File: src/hdl/parcor_lattice_filter_defines.svh
// Assertion helpers for the lattice filter RTL.
`ifndef PARCOR_LATTICE_FILTER_DEFINES_SVH
`define PARCOR_LATTICE_FILTER_DEFINES_SVH

// Same-cycle implication, checked out of reset.
`define PLF_ASSERT_IMP(label, clk, rst_n, ante, cons, msg) \
    label: assert property (@(posedge clk) disable iff (!rst_n) (ante) |-> (cons)) \
        else $error(msg);

// Next-cycle implication, checked out of reset.
`define PLF_ASSERT_NXT(label, clk, rst_n, ante, cons, msg) \
    label: assert property (@(posedge clk) disable iff (!rst_n) (ante) |=> (cons)) \
        else $error(msg);

`endif

File: src/hdl/plf_pkg.sv
`timescale 1ns / 1ps
`default_nettype none

package plf_pkg;

    // Field widths
    localparam int DATA_W     = 32;
    localparam int COEF_W     = 16;
    localparam int PROD_W     = DATA_W + COEF_W;
    localparam int IDX_W      = 6;
    localparam int ORDER_W    = 6;
    localparam int CFG_IDX_W  = 2;
    localparam int CFG_DATA_W = 6;

    // Q15 rounding
    localparam int Q_SHIFT    = 15;
    localparam int ROUND_HALF = 1 << (Q_SHIFT - 1);

    // Request codes
    localparam logic REQ_COEF   = 1'b0;
    localparam logic REQ_SAMPLE = 1'b1;

    // Configuration register indexes
    localparam logic [CFG_IDX_W-1:0] CFG_ORDER = 2'd0;
    localparam logic [CFG_IDX_W-1:0] CFG_MODE  = 2'd1;

    typedef enum logic {
        MODE_ANALYSIS  = 1'b0,
        MODE_SYNTHESIS = 1'b1
    } t_mode;

    // Backward store write data select
    typedef enum logic {
        WR_DIFF = 1'b0,
        WR_FWD  = 1'b1
    } t_wr_sel;

    // Controller to datapath commands
    typedef struct packed {
        logic    load;      // take sample into forward register
        logic    kwr;       // coefficient table write
        logic    rd_en;     // read backward store and coefficient table
        logic    mul_en;    // capture product
        logic    mul_mem;   // multiply memory read data, else held operands
        logic    cap;       // hold coefficient and backward value
        logic    f_upd;     // update forward value
        logic    f_sub;     // subtract (analysis) instead of add
        logic    wr_en;     // backward store write
        t_wr_sel wr_sel;
        logic    out_load;  // load result register
    } t_dp_cmd;

    // (k*v + 2^14) >>> 15, low DATA_W bits
    function automatic logic [DATA_W-1:0] stage_round(input logic signed [PROD_W-1:0] prod);
        logic signed [PROD_W:0] sum;
        sum = {prod[PROD_W-1], prod} + (PROD_W + 1)'(ROUND_HALF);
        return sum[Q_SHIFT +: DATA_W];
    endfunction

endpackage

`default_nettype wire

File: src/hdl/plf_ifs.sv
`timescale 1ns / 1ps
`default_nettype none

// Input items: coefficient writes and samples
interface plf_in_if;
    import plf_pkg::*;
    logic                     valid;
    logic                     ready;
    logic                     req_type;
    logic [IDX_W-1:0]         coef_index;
    logic signed [COEF_W-1:0] coef_value;
    logic signed [DATA_W-1:0] sample;
    logic                     block_end;

    modport source (output valid, req_type, coef_index, coef_value, sample, block_end,
                    input ready);
    modport sink   (input valid, req_type, coef_index, coef_value, sample, block_end,
                    output ready);
endinterface

// Result items
interface plf_out_if;
    import plf_pkg::*;
    logic                     valid;
    logic                     ready;
    logic signed [DATA_W-1:0] result;
    logic                     result_last;

    modport source (output valid, result, result_last, input ready);
    modport sink   (input valid, result, result_last, output ready);
endinterface

// Configuration register writes
interface plf_cfg_if;
    import plf_pkg::*;
    logic                  valid;
    logic                  ready;
    logic [CFG_IDX_W-1:0]  index;
    logic [CFG_DATA_W-1:0] data;

    modport source (output valid, index, data, input ready);
    modport sink   (input valid, index, data, output ready);
endinterface

`default_nettype wire

File: src/hdl/plf_ram.sv
`timescale 1ns / 1ps
`default_nettype none

module plf_ram #(
    parameter int WIDTH = 32,
    parameter int DEPTH = 33
) (
    input  logic                     i_clk,
    input  logic                     i_wr_en,
    input  logic [$clog2(DEPTH)-1:0] i_wr_addr,
    input  logic [WIDTH-1:0]         i_wr_data,
    input  logic                     i_rd_en,
    input  logic [$clog2(DEPTH)-1:0] i_rd_addr,
    output logic [WIDTH-1:0]         o_rd_data
);

    logic [WIDTH-1:0] r_mem [DEPTH];
    logic [WIDTH-1:0] r_rd_data;

    // One write port, one registered read port; read data holds when idle
    always_ff @(posedge i_clk) begin
        if (i_wr_en) begin
            r_mem[i_wr_addr] <= i_wr_data;
        end
        if (i_rd_en) begin
            r_rd_data <= r_mem[i_rd_addr];
        end
    end

    assign o_rd_data = r_rd_data;

endmodule

`default_nettype wire

File: src/hdl/plf_ctrl.sv
`timescale 1ns / 1ps
`default_nettype none
`include "parcor_lattice_filter_defines.svh"

module plf_ctrl #(
    parameter int MAX_STAGES = 32,
    localparam int AW = $clog2(MAX_STAGES + 1)
) (
    input  logic                            i_clk,
    input  logic                            i_rst_n,
    input  logic                            i_in_valid,
    input  logic                            i_in_req_type,
    input  logic [plf_pkg::IDX_W-1:0]       i_coef_index,
    input  logic                            i_cfg_valid,
    input  logic [plf_pkg::CFG_IDX_W-1:0]   i_cfg_index,
    input  logic [plf_pkg::CFG_DATA_W-1:0]  i_cfg_data,
    input  logic                            i_out_ready,
    output logic                            o_in_ready,
    output logic                            o_out_valid,
    output plf_pkg::t_dp_cmd                o_cmd,
    output logic [AW-1:0]                   o_rd_addr,
    output logic [AW-1:0]                   o_wr_addr,
    output logic [AW-1:0]                   o_kwr_addr
);

    import plf_pkg::*;

    typedef enum logic [6:0] {
        S_IDLE  = 7'b0000001,
        S_START = 7'b0000010,
        S_P0    = 7'b0000100,
        S_P1    = 7'b0001000,
        S_P2    = 7'b0010000,
        S_FIN   = 7'b0100000,
        S_DONE  = 7'b1000000
    } t_state;

    t_state               r_state, n_state;
    logic [AW-1:0]        r_stage, n_stage;
    logic                 r_out_valid, n_out_valid;
    logic [ORDER_W-1:0]   r_order;
    t_mode                r_mode;
    logic [AW-1:0]        order_eff;
    logic                 accept;
    logic                 out_free;
    logic                 idx_ok;
    t_dp_cmd              cmd;

    // Order above the table size acts as the maximum
    assign order_eff = (r_order > MAX_STAGES) ? AW'(MAX_STAGES) : AW'(r_order);

    // No input transfer while reset is held
    assign o_in_ready = i_rst_n && (r_state == S_IDLE);
    assign accept     = i_in_valid && o_in_ready;
    assign out_free   = !r_out_valid || i_out_ready;
    assign idx_ok     = (i_coef_index != '0) && (i_coef_index <= MAX_STAGES);
    assign o_kwr_addr = AW'(i_coef_index);

    // Configuration registers
    always_ff @(posedge i_clk) begin
        if (!i_rst_n) begin
            r_order <= '0;
            r_mode  <= MODE_ANALYSIS;
        end else if (i_cfg_valid) begin
            unique case (i_cfg_index)
                CFG_ORDER: r_order <= i_cfg_data[ORDER_W-1:0];
                CFG_MODE:  r_mode  <= t_mode'(i_cfg_data[0]);
                default: ;
            endcase
        end
    end

    // Sequencer: analysis runs stages upward in two steps each,
    // synthesis runs them downward in three steps each
    always_comb begin
        n_state   = r_state;
        n_stage   = r_stage;
        cmd       = '0;
        o_rd_addr = '0;
        o_wr_addr = '0;
        unique case (r_state)
            S_IDLE: begin
                if (accept) begin
                    if (i_in_req_type == REQ_SAMPLE) begin
                        cmd.load = 1'b1;
                        n_state  = S_START;
                    end else begin
                        cmd.kwr = idx_ok;
                    end
                end
            end
            S_START: begin
                if (order_eff == '0) begin
                    // pass-through: backward entry 0 takes the sample
                    cmd.wr_en  = 1'b1;
                    cmd.wr_sel = WR_FWD;
                    n_state    = S_DONE;
                end else begin
                    cmd.rd_en = 1'b1;
                    if (r_mode == MODE_ANALYSIS) begin
                        o_rd_addr = '0;
                        n_stage   = AW'(1);
                    end else begin
                        o_rd_addr = order_eff - AW'(1);
                        n_stage   = order_eff;
                    end
                    n_state = S_P0;
                end
            end
            S_P0: begin
                // multiply k[s] by old b[s-1]; retire previous stage's write
                cmd.mul_en  = 1'b1;
                cmd.mul_mem = 1'b1;
                cmd.cap     = 1'b1;
                if (r_mode == MODE_ANALYSIS) begin
                    cmd.wr_en  = 1'b1;
                    o_wr_addr  = r_stage - AW'(1);
                    cmd.wr_sel = (r_stage == AW'(1)) ? WR_FWD : WR_DIFF;
                    cmd.rd_en  = (r_stage < order_eff);
                    o_rd_addr  = r_stage;
                end else begin
                    cmd.wr_en  = (r_stage < order_eff);
                    o_wr_addr  = r_stage + AW'(1);
                    cmd.wr_sel = WR_DIFF;
                    cmd.rd_en  = (r_stage > AW'(1));
                    o_rd_addr  = r_stage - AW'(2);
                end
                n_state = S_P1;
            end
            S_P1: begin
                cmd.f_upd = 1'b1;
                if (r_mode == MODE_ANALYSIS) begin
                    // forward update and k[s] * old forward value together
                    cmd.f_sub  = 1'b1;
                    cmd.mul_en = 1'b1;
                    if (r_stage == order_eff) begin
                        n_state = S_FIN;
                    end else begin
                        n_stage = r_stage + AW'(1);
                        n_state = S_P0;
                    end
                end else begin
                    n_state = S_P2;
                end
            end
            S_P2: begin
                // synthesis: k[s] * new forward value
                cmd.mul_en = 1'b1;
                if (r_stage == AW'(1)) begin
                    cmd.wr_en  = 1'b1;
                    o_wr_addr  = '0;
                    cmd.wr_sel = WR_FWD;
                    n_state    = S_FIN;
                end else begin
                    n_stage = r_stage - AW'(1);
                    n_state = S_P0;
                end
            end
            S_FIN: begin
                cmd.wr_en  = 1'b1;
                cmd.wr_sel = WR_DIFF;
                o_wr_addr  = (r_mode == MODE_ANALYSIS) ? order_eff : AW'(1);
                if (out_free) begin
                    cmd.out_load = 1'b1;
                    n_state      = S_IDLE;
                end else begin
                    n_state = S_DONE;
                end
            end
            S_DONE: begin
                if (out_free) begin
                    cmd.out_load = 1'b1;
                    n_state      = S_IDLE;
                end
            end
            default: n_state = S_IDLE;
        endcase
    end

    // Output slot: loaded from the datapath, freed by an output transfer
    always_comb begin
        if (cmd.out_load) begin
            n_out_valid = 1'b1;
        end else if (i_out_ready) begin
            n_out_valid = 1'b0;
        end else begin
            n_out_valid = r_out_valid;
        end
    end

    always_ff @(posedge i_clk) begin
        if (!i_rst_n) begin
            r_state     <= S_IDLE;
            r_stage     <= '0;
            r_out_valid <= 1'b0;
        end else begin
            r_state     <= n_state;
            r_stage     <= n_stage;
            r_out_valid <= n_out_valid;
        end
    end

    assign o_cmd       = cmd;
    assign o_out_valid = r_out_valid;

    `PLF_ASSERT_IMP(a_rw_apart, i_clk, i_rst_n, cmd.rd_en && cmd.wr_en,
        o_rd_addr != o_wr_addr, "backward store read and write hit one entry")
    `PLF_ASSERT_IMP(a_stage_range, i_clk, i_rst_n,
        r_state == S_P0 || r_state == S_P1 || r_state == S_P2,
        r_stage != '0 && r_stage <= order_eff, "stage counter out of range")
    `PLF_ASSERT_IMP(a_no_overwrite, i_clk, i_rst_n, cmd.out_load,
        !r_out_valid || i_out_ready, "result register overwritten")
    `PLF_ASSERT_NXT(a_last_stage, i_clk, i_rst_n, r_state == S_P2 && r_stage == AW'(1),
        r_state == S_FIN, "synthesis did not finish after first stage")

endmodule

`default_nettype wire

File: src/hdl/plf_datapath.sv
`timescale 1ns / 1ps
`default_nettype none

module plf_datapath #(
    parameter int MAX_STAGES = 32,
    localparam int AW = $clog2(MAX_STAGES + 1)
) (
    input  logic                              i_clk,
    input  logic                              i_rst_n,
    input  plf_pkg::t_dp_cmd                  i_cmd,
    input  logic [AW-1:0]                     i_rd_addr,
    input  logic [AW-1:0]                     i_wr_addr,
    input  logic [AW-1:0]                     i_kwr_addr,
    input  logic signed [plf_pkg::COEF_W-1:0] i_coef_value,
    input  logic signed [plf_pkg::DATA_W-1:0] i_sample,
    input  logic                              i_block_end,
    output logic signed [plf_pkg::DATA_W-1:0] o_result,
    output logic                              o_result_last
);

    import plf_pkg::*;

    localparam int DEPTH = MAX_STAGES + 1;

    logic [AW-1:0]            k_rd_addr;
    logic [DATA_W-1:0]        b_ram_q;
    logic [COEF_W-1:0]        k_ram_q;
    logic [DEPTH-1:0]         r_b_valid;
    logic [DEPTH-1:0]         r_k_valid;
    logic                     r_b_rd_valid;
    logic                     r_k_rd_valid;
    logic signed [DATA_W-1:0] b_rd;
    logic signed [COEF_W-1:0] k_rd;
    logic signed [COEF_W-1:0] mul_a;
    logic signed [DATA_W-1:0] mul_b;
    logic signed [PROD_W-1:0] product;
    logic signed [PROD_W-1:0] r_prod;
    logic signed [DATA_W-1:0] rnd;
    logic signed [DATA_W-1:0] diff;
    logic signed [DATA_W-1:0] wr_data;
    logic signed [DATA_W-1:0] r_fwd;
    logic signed [DATA_W-1:0] r_bprev;
    logic signed [COEF_W-1:0] r_k;
    logic                     r_last;
    logic signed [DATA_W-1:0] r_result;
    logic                     r_result_last;

    // Coefficient k[s] sits one entry above backward value b[s-1]
    assign k_rd_addr = i_rd_addr + AW'(1);

    plf_ram #(.WIDTH(DATA_W), .DEPTH(DEPTH)) u_bwd_ram (
        .i_clk     (i_clk),
        .i_wr_en   (i_cmd.wr_en),
        .i_wr_addr (i_wr_addr),
        .i_wr_data (wr_data),
        .i_rd_en   (i_cmd.rd_en),
        .i_rd_addr (i_rd_addr),
        .o_rd_data (b_ram_q)
    );

    plf_ram #(.WIDTH(COEF_W), .DEPTH(DEPTH)) u_coef_ram (
        .i_clk     (i_clk),
        .i_wr_en   (i_cmd.kwr),
        .i_wr_addr (i_kwr_addr),
        .i_wr_data (i_coef_value),
        .i_rd_en   (i_cmd.rd_en),
        .i_rd_addr (k_rd_addr),
        .o_rd_data (k_ram_q)
    );

    // Per-entry valid bits: unwritten entries read as zero after reset
    always_ff @(posedge i_clk) begin
        if (!i_rst_n) begin
            r_b_valid    <= '0;
            r_k_valid    <= '0;
            r_b_rd_valid <= 1'b0;
            r_k_rd_valid <= 1'b0;
        end else begin
            if (i_cmd.wr_en) begin
                r_b_valid[i_wr_addr] <= 1'b1;
            end
            if (i_cmd.kwr) begin
                r_k_valid[i_kwr_addr] <= 1'b1;
            end
            if (i_cmd.rd_en) begin
                r_b_rd_valid <= r_b_valid[i_rd_addr];
                r_k_rd_valid <= r_k_valid[k_rd_addr];
            end
        end
    end

    assign b_rd = r_b_rd_valid ? $signed(b_ram_q) : '0;
    assign k_rd = r_k_rd_valid ? $signed(k_ram_q) : '0;

    // Shared 16x32 multiplier
    assign mul_a   = i_cmd.mul_mem ? k_rd : r_k;
    assign mul_b   = i_cmd.mul_mem ? b_rd : r_fwd;
    assign product = PROD_W'(mul_a) * PROD_W'(mul_b);

    // Rounded stage term and backward difference
    assign rnd     = stage_round(r_prod);
    assign diff    = r_bprev - rnd;
    assign wr_data = (i_cmd.wr_sel == WR_FWD) ? r_fwd : diff;

    always_ff @(posedge i_clk) begin
        if (i_cmd.load) begin
            r_fwd  <= i_sample;
            r_last <= i_block_end;
        end else if (i_cmd.f_upd) begin
            r_fwd <= i_cmd.f_sub ? (r_fwd - rnd) : (r_fwd + rnd);
        end
        if (i_cmd.mul_en) begin
            r_prod <= product;
        end
        if (i_cmd.cap) begin
            r_k     <= k_rd;
            r_bprev <= b_rd;
        end
        if (i_cmd.out_load) begin
            r_result      <= r_fwd;
            r_result_last <= r_last;
        end
    end

    assign o_result      = r_result;
    assign o_result_last = r_result_last;

endmodule

`default_nettype wire

File: src/hdl/parcor_lattice_filter.sv
// Each sample runs through the stages of the order in use, upward in analysis mode and
// downward in synthesis mode; order zero passes the sample straight through.
// Input items are taken only while the sequencer is idle, so a sample is finished before
// another item is taken; the one shared 16x32 multiplier is used twice by each stage.
// Reset (i_rst_n, synchronous, active low) clears the sequencer, both configuration registers
// and the valid bits of the backward and coefficient stores, which then read zero at once.
`timescale 1ns / 1ps
`default_nettype none

module parcor_lattice_filter #(
    parameter int MAX_STAGES = 32
) (
    input  logic     i_clk,
    input  logic     i_rst_n,
    plf_in_if.sink   i_in,
    plf_out_if.source o_out,
    plf_cfg_if.sink  i_cfg
);

    import plf_pkg::*;

    localparam int AW = $clog2(MAX_STAGES + 1);

    t_dp_cmd       cmd;
    logic [AW-1:0] rd_addr;
    logic [AW-1:0] wr_addr;
    logic [AW-1:0] kwr_addr;

    // Configuration writes are taken whenever out of reset
    assign i_cfg.ready = i_rst_n;

    // Sequencer and configuration
    plf_ctrl #(.MAX_STAGES(MAX_STAGES)) u_ctrl (
        .i_clk         (i_clk),
        .i_rst_n       (i_rst_n),
        .i_in_valid    (i_in.valid),
        .i_in_req_type (i_in.req_type),
        .i_coef_index  (i_in.coef_index),
        .i_cfg_valid   (i_cfg.valid),
        .i_cfg_index   (i_cfg.index),
        .i_cfg_data    (i_cfg.data),
        .i_out_ready   (o_out.ready),
        .o_in_ready    (i_in.ready),
        .o_out_valid   (o_out.valid),
        .o_cmd         (cmd),
        .o_rd_addr     (rd_addr),
        .o_wr_addr     (wr_addr),
        .o_kwr_addr    (kwr_addr)
    );

    // Stores, multiplier and lattice registers
    plf_datapath #(.MAX_STAGES(MAX_STAGES)) u_datapath (
        .i_clk         (i_clk),
        .i_rst_n       (i_rst_n),
        .i_cmd         (cmd),
        .i_rd_addr     (rd_addr),
        .i_wr_addr     (wr_addr),
        .i_kwr_addr    (kwr_addr),
        .i_coef_value  (i_in.coef_value),
        .i_sample      (i_in.sample),
        .i_block_end   (i_in.block_end),
        .o_result      (o_out.result),
        .o_result_last (o_out.result_last)
    );

endmodule

`default_nettype wire

File: src/flat_wrapper.sv
// flat-port wrapper written by rule: the top's interface ports become plain ports
module parcor_lattice_filter_flat import plf_pkg::*;
#(
    parameter int MAX_STAGES = 32
)
  (i_clk, i_rst_n, i_in_valid, i_in_req_type, i_in_coef_index, i_in_coef_value, i_in_sample, i_in_block_end, i_in_ready, o_out_valid, o_out_result, o_out_result_last, o_out_ready, i_cfg_valid, i_cfg_index, i_cfg_data, i_cfg_ready);
  plf_in_if i_in_i ();
  plf_out_if o_out_i ();
  plf_cfg_if i_cfg_i ();
  input  logic i_clk;
  input  logic i_rst_n;
  input wire logic [$bits(i_in_i.valid)-1:0] i_in_valid;
  input wire logic [$bits(i_in_i.req_type)-1:0] i_in_req_type;
  input wire logic [$bits(i_in_i.coef_index)-1:0] i_in_coef_index;
  input wire logic [$bits(i_in_i.coef_value)-1:0] i_in_coef_value;
  input wire logic [$bits(i_in_i.sample)-1:0] i_in_sample;
  input wire logic [$bits(i_in_i.block_end)-1:0] i_in_block_end;
  output wire logic [$bits(i_in_i.ready)-1:0] i_in_ready;
  output wire logic [$bits(o_out_i.valid)-1:0] o_out_valid;
  output wire logic [$bits(o_out_i.result)-1:0] o_out_result;
  output wire logic [$bits(o_out_i.result_last)-1:0] o_out_result_last;
  input wire logic [$bits(o_out_i.ready)-1:0] o_out_ready;
  input wire logic [$bits(i_cfg_i.valid)-1:0] i_cfg_valid;
  input wire logic [$bits(i_cfg_i.index)-1:0] i_cfg_index;
  input wire logic [$bits(i_cfg_i.data)-1:0] i_cfg_data;
  output wire logic [$bits(i_cfg_i.ready)-1:0] i_cfg_ready;
  assign i_in_i.valid = i_in_valid;
  assign i_in_i.req_type = i_in_req_type;
  assign i_in_i.coef_index = i_in_coef_index;
  assign i_in_i.coef_value = i_in_coef_value;
  assign i_in_i.sample = i_in_sample;
  assign i_in_i.block_end = i_in_block_end;
  assign i_in_ready = i_in_i.ready;
  assign o_out_valid = o_out_i.valid;
  assign o_out_result = o_out_i.result;
  assign o_out_result_last = o_out_i.result_last;
  assign o_out_i.ready = o_out_ready;
  assign i_cfg_i.valid = i_cfg_valid;
  assign i_cfg_i.index = i_cfg_index;
  assign i_cfg_i.data = i_cfg_data;
  assign i_cfg_ready = i_cfg_i.ready;
  parcor_lattice_filter #(.MAX_STAGES(MAX_STAGES)) u_core (.i_clk(i_clk), .i_rst_n(i_rst_n), .i_in(i_in_i), .o_out(o_out_i), .i_cfg(i_cfg_i));
endmodule
File: config.mk
export PLATFORM = sky130hd
export DESIGN_NAME = parcor_lattice_filter_flat
export DESIGN_NICKNAME = d
export VERILOG_FILES = /design/src/hdl/plf_pkg.sv /design/src/hdl/plf_ifs.sv /design/src/hdl/plf_ram.sv /design/src/hdl/plf_ctrl.sv /design/src/hdl/plf_datapath.sv /design/src/hdl/parcor_lattice_filter.sv /design/src/flat_wrapper.sv
export VERILOG_INCLUDE_DIRS = /design/src /design/src/hdl
export SDC_FILE = /design/constraint.sdc
export NUM_CORES = 2
export LEC_CHECK = 0
export ABC_AREA = 1
export CAP_MARGIN = 5
export CORE_AREA = 2 2 503 505
export CTS_BUF_LIST = sky130_fd_sc_hd__clkbuf_4 sky130_fd_sc_hd__clkbuf_8
export CTS_CLUSTER_SIZE = 25
export DETAILED_ROUTE_END_ITERATION = 8
export DIE_AREA = 0 0 505 507
export DONT_BUFFER_PORTS = 1
export PLACE_DENSITY_LB_ADDON = 0.2
export SYNTH_ARGS = -nofsm -noshare
export SYNTH_HDL_FRONTEND = slang
export SYNTH_HIERARCHICAL = 1
export SYNTH_SLANG_ARGS = --single-unit
export TNS_END_PERCENT = 1
File: constraint.sdc
create_clock -name i_clk -period 7.9 [get_ports i_clk]
set_input_delay 1.58 -clock i_clk [delete_from_list [all_inputs] [get_ports i_clk]]
set_output_delay 1.58 -clock i_clk [all_outputs]
set_load 0.05 [all_outputs]
Yosys cells after proc, flatten, opt, wreduce, memory -nomap -nowiden
Memory sizes are Yosys's and may differ from the RTL's. A register that Yosys moved wholly into a read port is not among the register bits.
Cells that the tools add are included.
Operators by class
  $mul: 1
  multiplexer cells: 63
  eq/ne operators: 17
  $add $sub $neg: 9
  reduce and logical (&&, ||, !) cells: 19
  magnitude comparators: 10
  bitwise operators: 2
Operator list (count)
  $mux W32: 6
  $mux W6: 14
  $or A33 B33 Y33: 2
  $sub A32 B32 Y32: 2
  $pmux W7 S7: 1
  $add A47 B16 Y47 const B: 1
  $mul A16 B32 Y47: 1
  $mux W7: 5
  $add A32 B32 Y32: 1
  $mux W16: 2
  $lt A6 B7 Y1 const B: 4
  $pmux W6 S2: 2
  $mux W1: 18
  $pmux W6 S3: 1
  $mux W2: 7
  $ne A2 B2 Y1 const B: 7
  $add A6 B1 Y6 const B: 2
  $bmux W1 S6: 2
  $demux W1 S6: 2
  $ge A6 B1 Y1 const B: 2
  $sub A6 B1 Y6 const B: 2
  $pmux W2 S4: 1
  $eq A7 B1 Y1 const B: 1
  $eq A7 B2 Y1 const B: 1
  26 further kinds: 34
Word-level totals
  memory bits (writable): 1584
  output and inout bits: 36
  register bits after elaboration: 250
  input port bits: 69
  logic and storage cells: 139
  memories kept: 2
Memory list
  u_core.u_datapath.u_bwd_ram.r_mem: depth 33, width 32, read ports 1, clocked after Yosys merged registers in 1, wr ports 1, RTL line plf_ram.sv:17  | logic [WIDTH-1:0] r_mem [DEPTH];
  u_core.u_datapath.u_coef_ram.r_mem: depth 33, width 16, read ports 1, clocked after Yosys merged registers in 1, wr ports 1, RTL line plf_ram.sv:17

Depth between registers and ports, before layout
  depth after elaboration: 9
  gate-level depth with buffers: 40
  mapped depth without buffers: 35

Cells and area by module
The synthesis kept the hierarchy.
By module, submodules not included
  plf_ram at u_core.u_datapath.u_bwd_ram: cells an instance 3579, sequential area each 32671.3 um^2, instances 1, area an instance 43694.4 um^2
  plf_datapath: cells an instance 4206, sequential area each 5775.5 um^2, instances 1, area an instance 31993.2 um^2
  plf_ram at u_core.u_datapath.u_coef_ram: cells an instance 1819, sequential area each 16335.7 um^2, instances 1, area an instance 22057.4 um^2
  plf_ctrl: cells an instance 322, sequential area each 420.4 um^2, instances 1, area an instance 1993.2 um^2
  parcor_lattice_filter: cells an instance 1, sequential area each 0.0 um^2, instances 1, area an instance 7.5 um^2

Least setup slack after synthesis
OpenSTA, ideal clock, no wires.
  path kind: register -> register
  from: register u_core.u_ctrl.r_state[4]
  to: register u_core.u_datapath.r_prod[45], data pin
  data arrival time: 7.840 ns
  library setup time: 0.258 ns
  setup slack: -0.198 ns
  stages on the path, launching flop included: 29
  data required time: 7.642 ns
  buffers on the path: 5
  clock period less this slack: 8.098 ns
  path through: dfxtp_1 > nor2_4 > nand2_4 > nor2_4 > buf_4 > buf_2 > buf_4 > buf_2 > nand2_1 > o21ai_1 > inv_1 > clkbuf_1 > nor2_1 > fa_1 > fa_1 > inv_1 > fa_1 > fa_1 > fa_1 > fa_1 > inv_1 > ha_1 > a21oi_1 > nor3_1 > a211oi_1 > nand2_1 > a221oi_1 > nand2_1 > xor2_1
RTL lines
  start, declared: RTL line plf_ctrl.sv:38  | t_state r_state, n_state;
  start signal, assigned: RTL line plf_ctrl.sv:197  | r_state <= n_state;
  end signal, assigned: RTL line plf_datapath.sv:113  | r_prod <= product;
  end, declared: RTL line plf_datapath.sv:37  | logic signed [PROD_W-1:0] r_prod;

Final worst setup path
  from: register u_core.u_ctrl.r_state[0]
  to: register u_core.u_datapath.r_prod[44], data pin
On the way
  cells in the longest elaborated chain, start to end: 4
  elaborated cells on any way between the ends: 5
  classes of those cells: mul: 1; eq/ne: 1; mux: 3
Ends and longest elaborated chain
  $eq A7 B3 Y1 (*): RTL line plf_ctrl.sv:81  | unique case (r_state)
  $mux W2 (*): RTL line plf_ctrl.sv:81
  $mux W16 or $mux W32 (tied branches): RTL line plf_datapath.sv:96, plf_datapath.sv:97
  $mul A16 B32 Y47 (*): RTL line plf_datapath.sv:98  | assign product = PROD_W'(mul_a) * PROD_W'(mul_b);
  net u_core.u_datapath.product[44]: RTL line plf_datapath.sv:36  | logic signed [PROD_W-1:0] product;
Mark *: on every way through the listed nets, which the timed path passes. The rest lies on a longest branch.
A chain may end at the register's enable or synchronous reset.

==> results by group <==
Outcome
  • Status: completed

Setup path
  • CP max stage delay: 580 ps
  • Slowest-stage cell, CP: fa_1
  • Crit path top cell by count: fa_1
  • Crit start category: flop
  • Worst-path fanout max: 68
  • FF-to-FF setup slack: ~150 ps
  • FF-to-FF path depth: 32
  • Data arrival, critical path: 8520 ps
  • CP required: 8670 ps
  • R2R Path End: u_core/u_datapath/r_prod[44]
  • R2R Path Start: u_core/u_ctrl/r_state[0]
  • Crit end category: flop
  • Crit path kind: reg2reg

Synthesis
  • Synth Warn #: 6
  • Post-Synth Simple-Gate Area: 0.221
  • FFs w/ async S/R, synth: 0
  • Register area share after synthesis: 0.553
  • Cells after Synth: 9927
  • Compound-Gate Fraction of Synth Area: 0.0312
  • Post-Synth Adder-Cell Area: 0.120
  • Mapped cell area: roughly 100000 um2
  • Area contributors post-synth: edfxtp_1 (54%), nand2_1 (11%), fa_1 (9.7%)
  • Largest family of logic cells by synthesized area: simple AND/OR/NAND/NOR gates
  • Largest area contributor in the netlist: edfxtp_1
  • Avg Cell Area, Syn: 10.0 um2
  • Number of synthesized flops with an enable pin: 1779
  • Flops & latches, synth: around 1900
  • Synthesized Nets: 10700
  • Library cells used by synthesis: 58
  • Synth Area in XOR/XNOR: 0.00850
  • Top-area cell type share of the netlist area: 0.536
  • Ys flop type: edfxtp_1
  • Mux cell area share after synthesis: 0.000100

STA
  • Maximum clock rate: 129 MHz
  • Hold WS: between 400 and 500 ps
  • Setup violations, final: 0
  • Final period utilization: 0.981
  • Final Hold Fails: 0
  • Actual slew at the worst max-slew pin: 1380 ps
  • RSZ-0062 raised after global routing: yes
  • Worst Skew: 97.0 ps
  • Min Tclk post-route: roughly 7700 ps
  • Slew headroom: 0.0671
  • Max Slew Vio Count: 0
  • Setup TNS: 0 ps

Global route
  • Total global routing overflow: 0
  • Largest net degree at the start of global routing: 157
  • Total GRT Usage: 0.243
  • First-pass GRT wire length: 465 mm
  • Vias in the first global route: 70400
  • Initial antenna violation count: 9

Routing
  • DRT met1 WL: 134 mm
  • DR top layer: met5
  • Antenna-violating nets left: 0
  • Met2 routed WL: 151 mm
  • Initial DRC count: 7090
  • Total wire length: 316 mm
  • Routed wire per std cell: 23.1 um
  • Routed met3 length: 22.1 mm
  • TritonRoute pass-1 iters: 8
  • Drt drc: 0
  • Via count: 72200
  • DR vias/cell: between 5 and 6

Cells and area
  • Most frequent cells in the layout: nand2_1 (3005), edfxtp_1 (1779), nand3_1 (1459)
  • # fillers: 24100
  • Most common cell after layout, fill and taps aside: nand2_1
  • Core Util, Final: 0.441
  • Area grow syn2layout: 10.8%
  • Post-Layout Cell Count: 13700
  • Post-route cell area: 111000 um2
  • Fin nets: 10800
  • Layout cell share with drive strength beyond 1: 0.0977

Power and ir drop
  • Sequential power share: 0.544
  • Sw Share: 0.209
  • Clk pwr share: 0.438
  • Cell Pwr Density: 179 nW/um2
  • Maximum vdd drop: around 0.14 mV
  • Combinational Power Share: 0.018
  • Pleak: between 0.04 and 0.05 uW
  • Net switching power: 4150 uW
  • P_int: 15700 uW

Die
  • Die Height: 507 um
  • IO Pins: 105
  • # rows: 184
  • Core footprint: ~250000 um2
  • Initial core utilization: 0.398
  • Die Wd: around 510 um
  • Die ar.: 256000 um2

CTS
  • CTS buffer count: 333
  • Clock Latency Late Sink: between 1000 and 1500 ps
  • CTS tree: built
  • CTS root buffer: clkbuf_8
  • # clock sinks: 1868
  • Number of post-CTS setup repair buffers: 0
  • Clock transition at the registers of the reported paths: approximately 60 ps
  • CTS Buffer Depth: 4
  • H-tree levels: 5

Placement
  • Placed inst area: 104000 um2
  • Number of buffers added on ports: 0
  • Post-Place Cells: 13100
  • HPWL Detailed: 204 mm
  • Gpl congestion: 0.961

Hold path
  • Hold crit path type: reg2reg
  • Hold Path Origin: u_core/u_datapath/r_last
  • Sink of the worst hold path: u_core/u_datapath/o_result_last
  • Hold depth: 0

Job
  • Max Cap Violations: 0
[cells in the mapped netlist (55+ instances only)]
cell	n
fa_1	481
edfxtp_1	1779
nand3_1	1460
buf_4	55
inv_1	975
ha_1	188
clkbuf_1	127
dfxtp_1	89
o21ai_0	196
buf_6	74
buf_2	181
nor2_1	632
a21oi_1	213
nand2_1	3005
[worst max-delay path, delay by kind of cell, from the launching register on]
family	cells	cell delay, ps
and+or+nand+nor	8	1000
buffers and inverters	12	1790
AOI/OAI and AO/OA	4	710
adders and majority gates	7	3430
xor gates and xnor gates	1	140
DFF	1	320
[kinds of logic after synthesis]
group                    after synthesis
AND/OR/NAND/NOR                     5271
flip-flops                          1868
buffers and inverters               1463
adder cells (fa/ha/maj)              669
AO/OA/AOI/OAI                        559
XOR/XNOR                              96
multiplexers                           1
[stage by stage]
stage | power, uW | setup WS, ps
final | 19800 | 150
after global placement | 11300 | -236
after CTS | 20000 | 29.2
after global routing | 20500 | -134
after detailed placement | 11300 | -103
after floorplan | 11200 | -8.98
[power groups by stage]
stage / sequential [uW] / combinational, uW / clock (uW)
floorplan: 11000 / 224 / 0
global placement: 11000 / 355 / 0
detailed placement: 11000 / 358 / 0
CTS: 10800 / 360 / 8860
global route: 10800 / 396 / 9300
finish: 10800 / 362 / 8680
[worst max path at each step]
stage                                  start                      endpoint  slack [ps]  depth (start not counted)
finish              u_core/u_ctrl/r_state[0]  u_core/u_datapath/r_prod[44]         150                         32
floorplan           u_core/u_ctrl/r_state[0]  u_core/u_datapath/r_prod[40]          -9                         31
detailed placement  u_core/u_ctrl/r_state[0]  u_core/u_datapath/r_prod[44]        -100                         31
global route        u_core/u_ctrl/r_state[0]  u_core/u_datapath/r_prod[44]        -130                         31
global placement    u_core/u_ctrl/r_state[0]  u_core/u_datapath/r_prod[44]        -240                         31
CTS                 u_core/u_ctrl/r_state[0]  u_core/u_datapath/r_prod[44]          30                         31
[sequential cells by signal, summed over array words and instances (netlist names), 6 cells and up]
signal,cells
u_core/u_datapath/r_prod,33
u_core/u_datapath/r_k_valid,33
u_core/u_datapath/u_coef_ram/o_rd_data,16
u_core/u_datapath/r_b_valid,33
u_core/u_datapath/u_coef_ram/r_mem,528
u_core/u_datapath/r_fwd,32
u_core/u_datapath/r_k,16
u_core/u_datapath/o_result,32
u_core/u_ctrl/r_order,6
u_core/u_datapath/u_bwd_ram/o_rd_data,32
u_core/u_ctrl/r_stage,6
u_core/u_ctrl/r_state,7
u_core/u_datapath/r_bprev,32
u_core/u_datapath/u_bwd_ram/r_mem,1056
[layout make-up]
type                    count  area, um2  area share
well taps                3348       4190      0.0379
repair buffers            294       2410      0.0218
multi-input cells        6596      38600       0.349
diodes                      9       22.5    0.000204
clock buffers             467       5690      0.0515
flip-flops and latches   1868      55200       0.499
inverters                1002       3820      0.0346
clock inverters           102        609     0.00551
[what timing repair did]
item	in CTS	in global routing
hold buffers	0	0
resized for setup	3	17
setup endpoints to repair	1	13
pin swaps	0	0
cloned	0	0
[metal layers]
metal  vias up  track usage
met1     35600        0.328
met4         6       0.0797
met3       540       0.0391
met5         -            0
li1      33300            -
met2      2680        0.398
Power figures use the tool's default switching activity.
